`src/hw/rtl/mfb_pkg.sv`:
```
// Shared sizes, result codes and interface types of the monochrome frame buffer.
package mfb_pkg;

   localparam int SCREEN_WIDTH  = 128;
   localparam int SCREEN_HEIGHT = 64;
   localparam int PIX_PER_BYTE  = 8;
   localparam int ROW_BYTES     = SCREEN_WIDTH / PIX_PER_BYTE;
   localparam int HALF_ROWS     = SCREEN_HEIGHT / 2;
   localparam int STORE_BYTES   = ROW_BYTES * SCREEN_HEIGHT;
   localparam int ADDR_W        = $clog2(STORE_BYTES);
   localparam int CNT_W         = $clog2(2 * ROW_BYTES);
   // Distance from the end of the upper row to the start of its lower partner.
   localparam int HALF_JUMP     = 1 + (HALF_ROWS - 1) * ROW_BYTES;

   localparam logic [1:0] KIND_GFX_OFF = 2'd0;
   localparam logic [1:0] KIND_ADDR    = 2'd1;
   localparam logic [1:0] KIND_DATA    = 2'd2;
   localparam logic [1:0] KIND_GFX_ON  = 2'd3;

   localparam logic OP_PLOT = 1'b0;
   localparam logic OP_SCAN = 1'b1;

   typedef struct packed {
      logic       op;
      logic [7:0] pixel_x;
      logic [6:0] pixel_y;
      logic       pixel_on;
      logic [4:0] scan_row;
   } req_item_type;

   typedef struct packed {
      logic [1:0] kind;
      logic [7:0] value;
      logic       last;
   } rsp_item_type;

   typedef struct packed {
      logic       clear_wr;
      logic       load;
      logic       plot_rd;
      logic       plot_wr;
      logic       scan_rd;
      logic       scan_jump;
      logic       emit;
      logic [1:0] emit_kind;
      logic       emit_last;
   } ctl_cmd_type;

   typedef struct packed {
      logic clear_last;
   } dp_status_type;

endpackage

```
`src/hw/rtl/mfb_ctrl.sv`:
```
// Sequencer for the frame buffer: clearing pass, pixel read-modify-write and row readout.
module mfb_ctrl (
   input  logic                   clock,
   input  logic                   reset,
   input  logic                   start,
   input  logic                   item_op,
   input  mfb_pkg::dp_status_type status,
   output mfb_pkg::ctl_cmd_type   cmd,
   output logic                   busy
);

   typedef enum logic [7:0] {
      ST_CLEAR     = 8'b0000_0001,
      ST_IDLE      = 8'b0000_0010,
      ST_PLOT_RD   = 8'b0000_0100,
      ST_PLOT_WR   = 8'b0000_1000,
      ST_SCAN_OFF  = 8'b0001_0000,
      ST_SCAN_ADDR = 8'b0010_0000,
      ST_SCAN_DATA = 8'b0100_0000,
      ST_SCAN_ON   = 8'b1000_0000
   } state_type;

   state_type                   state_ff, state_in;
   logic [mfb_pkg::CNT_W-1:0]   cnt_ff, cnt_in;

   always_comb begin
      state_in = state_ff;
      cnt_in   = cnt_ff;
      cmd      = '0;
      unique case (state_ff)
         ST_CLEAR: begin
            cmd.clear_wr = 1'b1;
            if (status.clear_last) state_in = ST_IDLE;
         end
         ST_IDLE: begin
            if (start) begin
               cmd.load = 1'b1;
               state_in = (item_op == mfb_pkg::OP_SCAN) ? ST_SCAN_OFF : ST_PLOT_RD;
            end
         end
         ST_PLOT_RD: begin
            cmd.plot_rd = 1'b1;
            state_in    = ST_PLOT_WR;
         end
         ST_PLOT_WR: begin
            cmd.plot_wr = 1'b1;
            state_in    = ST_IDLE;
         end
         ST_SCAN_OFF: begin
            cmd.emit      = 1'b1;
            cmd.emit_kind = mfb_pkg::KIND_GFX_OFF;
            state_in      = ST_SCAN_ADDR;
         end
         ST_SCAN_ADDR: begin
            cmd.emit      = 1'b1;
            cmd.emit_kind = mfb_pkg::KIND_ADDR;
            cmd.scan_rd   = 1'b1;
            cnt_in        = '0;
            state_in      = ST_SCAN_DATA;
         end
         ST_SCAN_DATA: begin
            // Each cycle shows the byte fetched last cycle and fetches the next one.
            cmd.emit      = 1'b1;
            cmd.emit_kind = mfb_pkg::KIND_DATA;
            cmd.scan_rd   = 1'b1;
            cmd.scan_jump = (cnt_ff == mfb_pkg::CNT_W'(mfb_pkg::ROW_BYTES - 2));
            cnt_in        = cnt_ff + 1'b1;
            if (cnt_ff == mfb_pkg::CNT_W'(2 * mfb_pkg::ROW_BYTES - 1)) state_in = ST_SCAN_ON;
         end
         ST_SCAN_ON: begin
            cmd.emit      = 1'b1;
            cmd.emit_kind = mfb_pkg::KIND_GFX_ON;
            cmd.emit_last = 1'b1;
            state_in      = ST_IDLE;
         end
         default: begin
            state_in = ST_CLEAR;
         end
      endcase
   end

   always_ff @(posedge clock) begin
      if (reset) begin
         state_ff <= ST_CLEAR;
         cnt_ff   <= '0;
      end else begin
         state_ff <= state_in;
         cnt_ff   <= cnt_in;
      end
   end

   assign busy = (state_ff != ST_IDLE);

endmodule

```
`config.mk`:
```
export PLATFORM = sky130hd
export DESIGN_NAME = mfb_ctrl
export DESIGN_NICKNAME = d
export VERILOG_FILES = /design/src/hw/rtl/mfb_pkg.sv /design/src/hw/rtl/mfb_ctrl.sv
export SDC_FILE = /design/constraint.sdc
export NUM_CORES = 1
export LEC_CHECK = 0
export BUFFER_PORTS_ARGS = -buffer_cell sky130_fd_sc_hd__buf_2
export CAP_MARGIN = 20
export CORE_MARGIN = 2
export CORE_UTILIZATION = 25
export CTS_BUF_LIST = sky130_fd_sc_hd__clkbuf_4 sky130_fd_sc_hd__clkbuf_8
export CTS_CLUSTER_SIZE = 25
export DETAILED_ROUTE_END_ITERATION = 8
export GPL_ROUTABILITY_DRIVEN = 1
export PLACE_DENSITY_LB_ADDON = 0.25
export SYNTH_ARGS = -nofsm -noshare
export SYNTH_HDL_FRONTEND = slang
export SYNTH_SLANG_ARGS = --single-unit
```
`constraint.sdc`:
```
create_clock -name clock -period 3.75 [get_ports clock]
set_clock_uncertainty 0.15 [all_clocks]
set_input_delay 0.375 -clock clock [delete_from_list [all_inputs] [get_ports clock]]
set_output_delay 0.375 -clock clock [all_outputs]
set_load 0.1 [all_outputs]
```
# [Word level (Yosys, flattened, before mapping)]
# Cells that the tools add are included.
[op_classes] add_sub_neg=1 n_eq_ne=14 mux=15 reduce_logical=4
[ops] operator="one-hot mux 8 bit (7 select lines)" count=1
[ops] operator="2-to-1 mux 8 bit" count=3
[ops] operator="one-hot mux 3 bit (4 select lines)" count=1
[ops] operator="one-hot mux 5 bit (2 select lines)" count=1
[ops] operator="== test 8 x 1 -> 1 bit (second input constant)" count=1
[ops] operator="== test 8 x 2 -> 1 bit (second input constant)" count=1
[ops] operator="== test 8 x 3 -> 1 bit (second input constant)" count=1
[ops] operator="== test 8 x 4 -> 1 bit (second input constant)" count=1
[ops] operator="== test 8 x 5 -> 1 bit (second input constant)" count=1
[ops] operator="== test 8 x 6 -> 1 bit (second input constant)" count=1
[ops] operator="== test 8 x 7 -> 1 bit (second input constant)" count=1
[ops] operator="== test 8 bit (second input constant)" count=1
[ops] operator="2-to-1 mux 1 bit" count=8
[ops] operator="inequality test 8 x 2 -> 1 bit (second input constant)" count=1
[ops] operator="inequality test 2 bit (second input constant)" count=3
[ops] operator="adder 5 x 1 -> 5 bit (second input constant)" count=1
[ops] operator="== test 5 x 4 -> 1 bit (second input constant)" count=1
[ops] operator="== test 5 bit (second input constant)" count=1
[ops] operator="2-to-1 mux 5 bit" count=1
[ops] operator="OR reduction 2 bit" count=2
[ops] operator="AND reduction 3 bit" count=1
[ops] operator="nonzero test 2 bit" count=1
[word_totals] reg_bits=13 in_bits=5 out_inout_bits=11

# [Logic depth before layout (Yosys ltp)]
[depth] ltp_word=3 ltp_mapped=6 mapped_depth_nobuf=6

# [Worst setup path before layout]
# Ideal clock, no wire load.
[synth_timing] kind="register to output" from="register state_ff[7]" to="output cmd[8] (netlist bit)" t_arrival_ns=3.474 required_time_ns=3.225 setup_slack_ns=-0.249 path_stages_with_launch=4 n_path_buf=0 cell_sequence="dfxtp_1 nor4_2 nand4b_1 nor2_1"
[synth_rtl] element="start: declaration" line="mfb_ctrl.sv:23" source="state_type state_ff, state_in;"
[synth_rtl] element="start signal: assignment" line="mfb_ctrl.sv:87" source="state_ff <= state_in;"
[synth_rtl] element="end: declaration" line="mfb_ctrl.sv:8" source="output mfb_pkg::ctl_cmd_type cmd,"

==> metrics.txt <==
outcome complete, no violations; Hold Vio Cnt, Final 0; setup bufs post-CTS 0; unrepaired setup endpoints after global routing false; Max FO, Critical Path 9; syn_nets between 90 and 100; DP Area around 850 um2; Worst Tran Pin Value approximately 0.5 ns; clk_lat worst skew approximately 0.28 ns; Final #Nets 111; cell row count 20; area of the multi-input gates 445.4 um2; RD Place Congestion 0.7623; Seq cells post-synth 13; hold endpoint state_ff[2]$_SDFFE_PP0P_; Max-Slew Margin vs Limit roughly two thirds; design area approximately 900 um2; Root Buffer clkbuf_4; synthesized area around 760 um2; HP Start item_op; Synth Warn # 0; IO Port Bufs 15; DR DRC count 0; die area about 0.0035 mm2; sequential-to-total area share from yosys stat between 30% and 40%; period utilization roughly two thirds; leading cell type in the layout, fill and taps excluded buf_2; via/cell ratio approximately 5.2; starting density of the core about a quarter; synth unique cells 40; clock tree buffer depth 2; critical path class flip-flop to output pin; Die Y a little under 60 um; post-route ant nets 0; IO Count 16; fin. max-slew vios 0; minimum clock period 2.540 ns; GR Layer Usage met3 approximately 3.7%; pin count of the biggest net entering global routing 10; Final setup viols 0; leading cell types in the layout, fill and taps excluded buf_2 (15), dfxtp_1 (13), nor2_1 (10); # hold bufs at CTS 0; Num Clock Sinks 13; Syn Inst Count 87; initial antenna violation count 0; fraction of layout cells with a size suffix above 1 between 20% and 30%; Leak a little over 0.4 nW; crit-path cells nor3_2 -> and4b_1 -> inv_1 -> nor2_1 -> buf_2; DIE WIDTH about 59 um; crit-path max cell delay between 0.4 and 0.5 ns; clock transition at the registers of the reported paths 0.08 ns; global-route wire length before repair slightly below 3 mm; met1 global-route usage between 10% and 20%; Storage cell area approximately 260 um2; Final HPWL DP 1.295 mm; aggregate global routing overflow 0; synthesized area per cell roughly 8.8 um2; CTS tree yes; area grow syn2layout 15.38%; r2r startpoint cnt_ff[1]$_SDFFE_PP0P_; CP required approximately 3.2 ns; max-cap violations 0; vias in the first global route between 600 and 700; setup ws final between 1 and 1.5 ns; met2 Usage GRT about 17%; DR WL/cell between 10 and 15 um; H-tree depth 1; HP Class input port to flip-flop; Core ar. 0.002978 mm2; crit path DAT 2.01 ns; post-CTS resize count 0; Power Density between 300 and 400 mW/mm2; hold depth 2; R2R Setup Slk between 1.5 and 2 ns; cts bufs inserted 3; vias between 600 and 700; Inserted Diodes 0; DRT Wirelength 1.724 mm; fmax 393.7 MHz; DP Worst Slack ~1.5 ns; TNS Setup 0 ns; Worst Setup End Kind output pin; CP Launch Type flip-flop; global routing's busiest layer met2; Max VDD drop between 0.15 and 0.2 mV; Worst R2R Path Depth 6; gr usage total a little over a tenth; drt first-iter violations 10; filler instances 336; CP max-delay cell and4b_1; drt pass-1 iters 4; FF-to-FF End state_ff[1]$_SDFFE_PP0P_
## stage by stage
step | hold WS [ns] | utilization, % | instances | power [W]
finish | 0.1110 | 29.62 | 135 | 0.0003341
global route | 0.1155 | 29.62 | 135 | 0.0003509
CTS | 0.1038 | 29.62 | 135 | 0.0003375
detailed placement | 0.3861 | 28.61 | 131 | 0.0002401
global placement | 0.3953 | 28.61 | 131 | 0.0002394
floorplan | 0.3035 | - | 87 | 0.0002243
## flip-flops by register name (all words and copies together), names as in the netlist
signal    count
state_ff      8
cnt_ff        5
## worst max-delay path: cells and delay by family (launching register included)
family | cells | cell delay (ns)
buffers and inverters | 2 | 0.52
DFF | 1 | 0.38
and+or+nand+nor | 3 | 0.83
## per-layer routing
metal	wire length (um)	share of wire (%)
met4	26	1.5
met3	103	6.0
met1	822	48
met5	0	0
met2	771	45
## synth_stat cells
master / number / area share [%]
and4b_1: 1 / 1.3
buf_6: 1 / 1.5
nor4_1: 1 / 0.82
or4b_1: 1 / 1.3
nor3_1: 1 / 0.65
buf_4: 2 / 2.0
a311oi_1: 1 / 1.1
a311oi_2: 1 / 2.0
nand3_1: 2 / 1.3
and3_2: 1 / 0.98
nor3b_1: 1 / 0.98
nand4_1: 1 / 0.82
clkbuf_2: 1 / 0.65
o21ai_0: 3 / 2.0
and3_1: 1 / 0.82
and3b_1: 1 / 1.1
or3b_1: 1 / 1.1
nor4b_1: 1 / 1.1
nor3_2: 2 / 2.6
or2_2: 1 / 0.82
and2_1: 1 / 0.82
and4_1: 1 / 1.1
xor2_1: 2 / 2.3
nor4_2: 1 / 1.6
nor2_1: 11 / 5.4
nand4b_1: 4 / 4.6
a41oi_2: 1 / 2.1
ha_1: 3 / 4.9
a31oi_1: 1 / 0.82
dfxtp_1: 13 / 34
a2111oi_0: 1 / 1.1
nand2b_1: 3 / 2.5
a21oi_1: 2 / 1.3
o21a_1: 1 / 0.98
mux2i_1: 1 / 1.3
o2111ai_1: 1 / 1.1
nand2_1: 4 / 2.0
a22oi_1: 2 / 2.0
o31ai_1: 1 / 0.98
inv_1: 8 / 3.9
## final cells by class
class	count	area share, %
Sequential cell	13	29.50
Tap cell	33	4.681
Multi-Input combinational cell	62	50.50
Clock buffer	4	3.404
Timing Repair Buffer	15	8.511
Inverter	8	3.404
## power breakdown
group          internal [W]  switching [W]
clock network     0.0000485      0.0000490
logic             0.0000232      0.0000630
registers          0.000143     0.00000765
total              0.000214       0.000120
## cells by family (layout without fill, tap and decap cells)
family,count (synthesis),in the layout,synth area share [%]
buf+inv,12,27,8.018
mux,1,1,1.309
simple gates,41,41,33.88
compound gates,15,15,15.55
flops,13,13,34.04
xor+xnor,2,2,2.292
fa+ha+maj,3,3,4.911
## how the worst max path moves through the flow
stage / startpoint / endpoint / slack [ns] / depth (start not counted)
floorplan: state_ff[7]$_SDFFE_PP0P_ / cmd[8] / 0.20 / 3
global placement: state_ff[7]$_SDFFE_PP0P_ / cmd[4] / 1.59 / 5
detailed placement: state_ff[7]$_SDFFE_PP0P_ / cmd[4] / 1.53 / 5
CTS: state_ff[7]$_SDFFE_PP0P_ / cmd[4] / 1.21 / 5
global route: state_ff[0]$_SDFFE_PP1P_ / cmd[4] / 1.07 / 5
finish: state_ff[7]$_SDFFE_PP0P_ / cmd[4] / 1.21 / 5
Note: power is estimated with default switching activity, not from simulation.
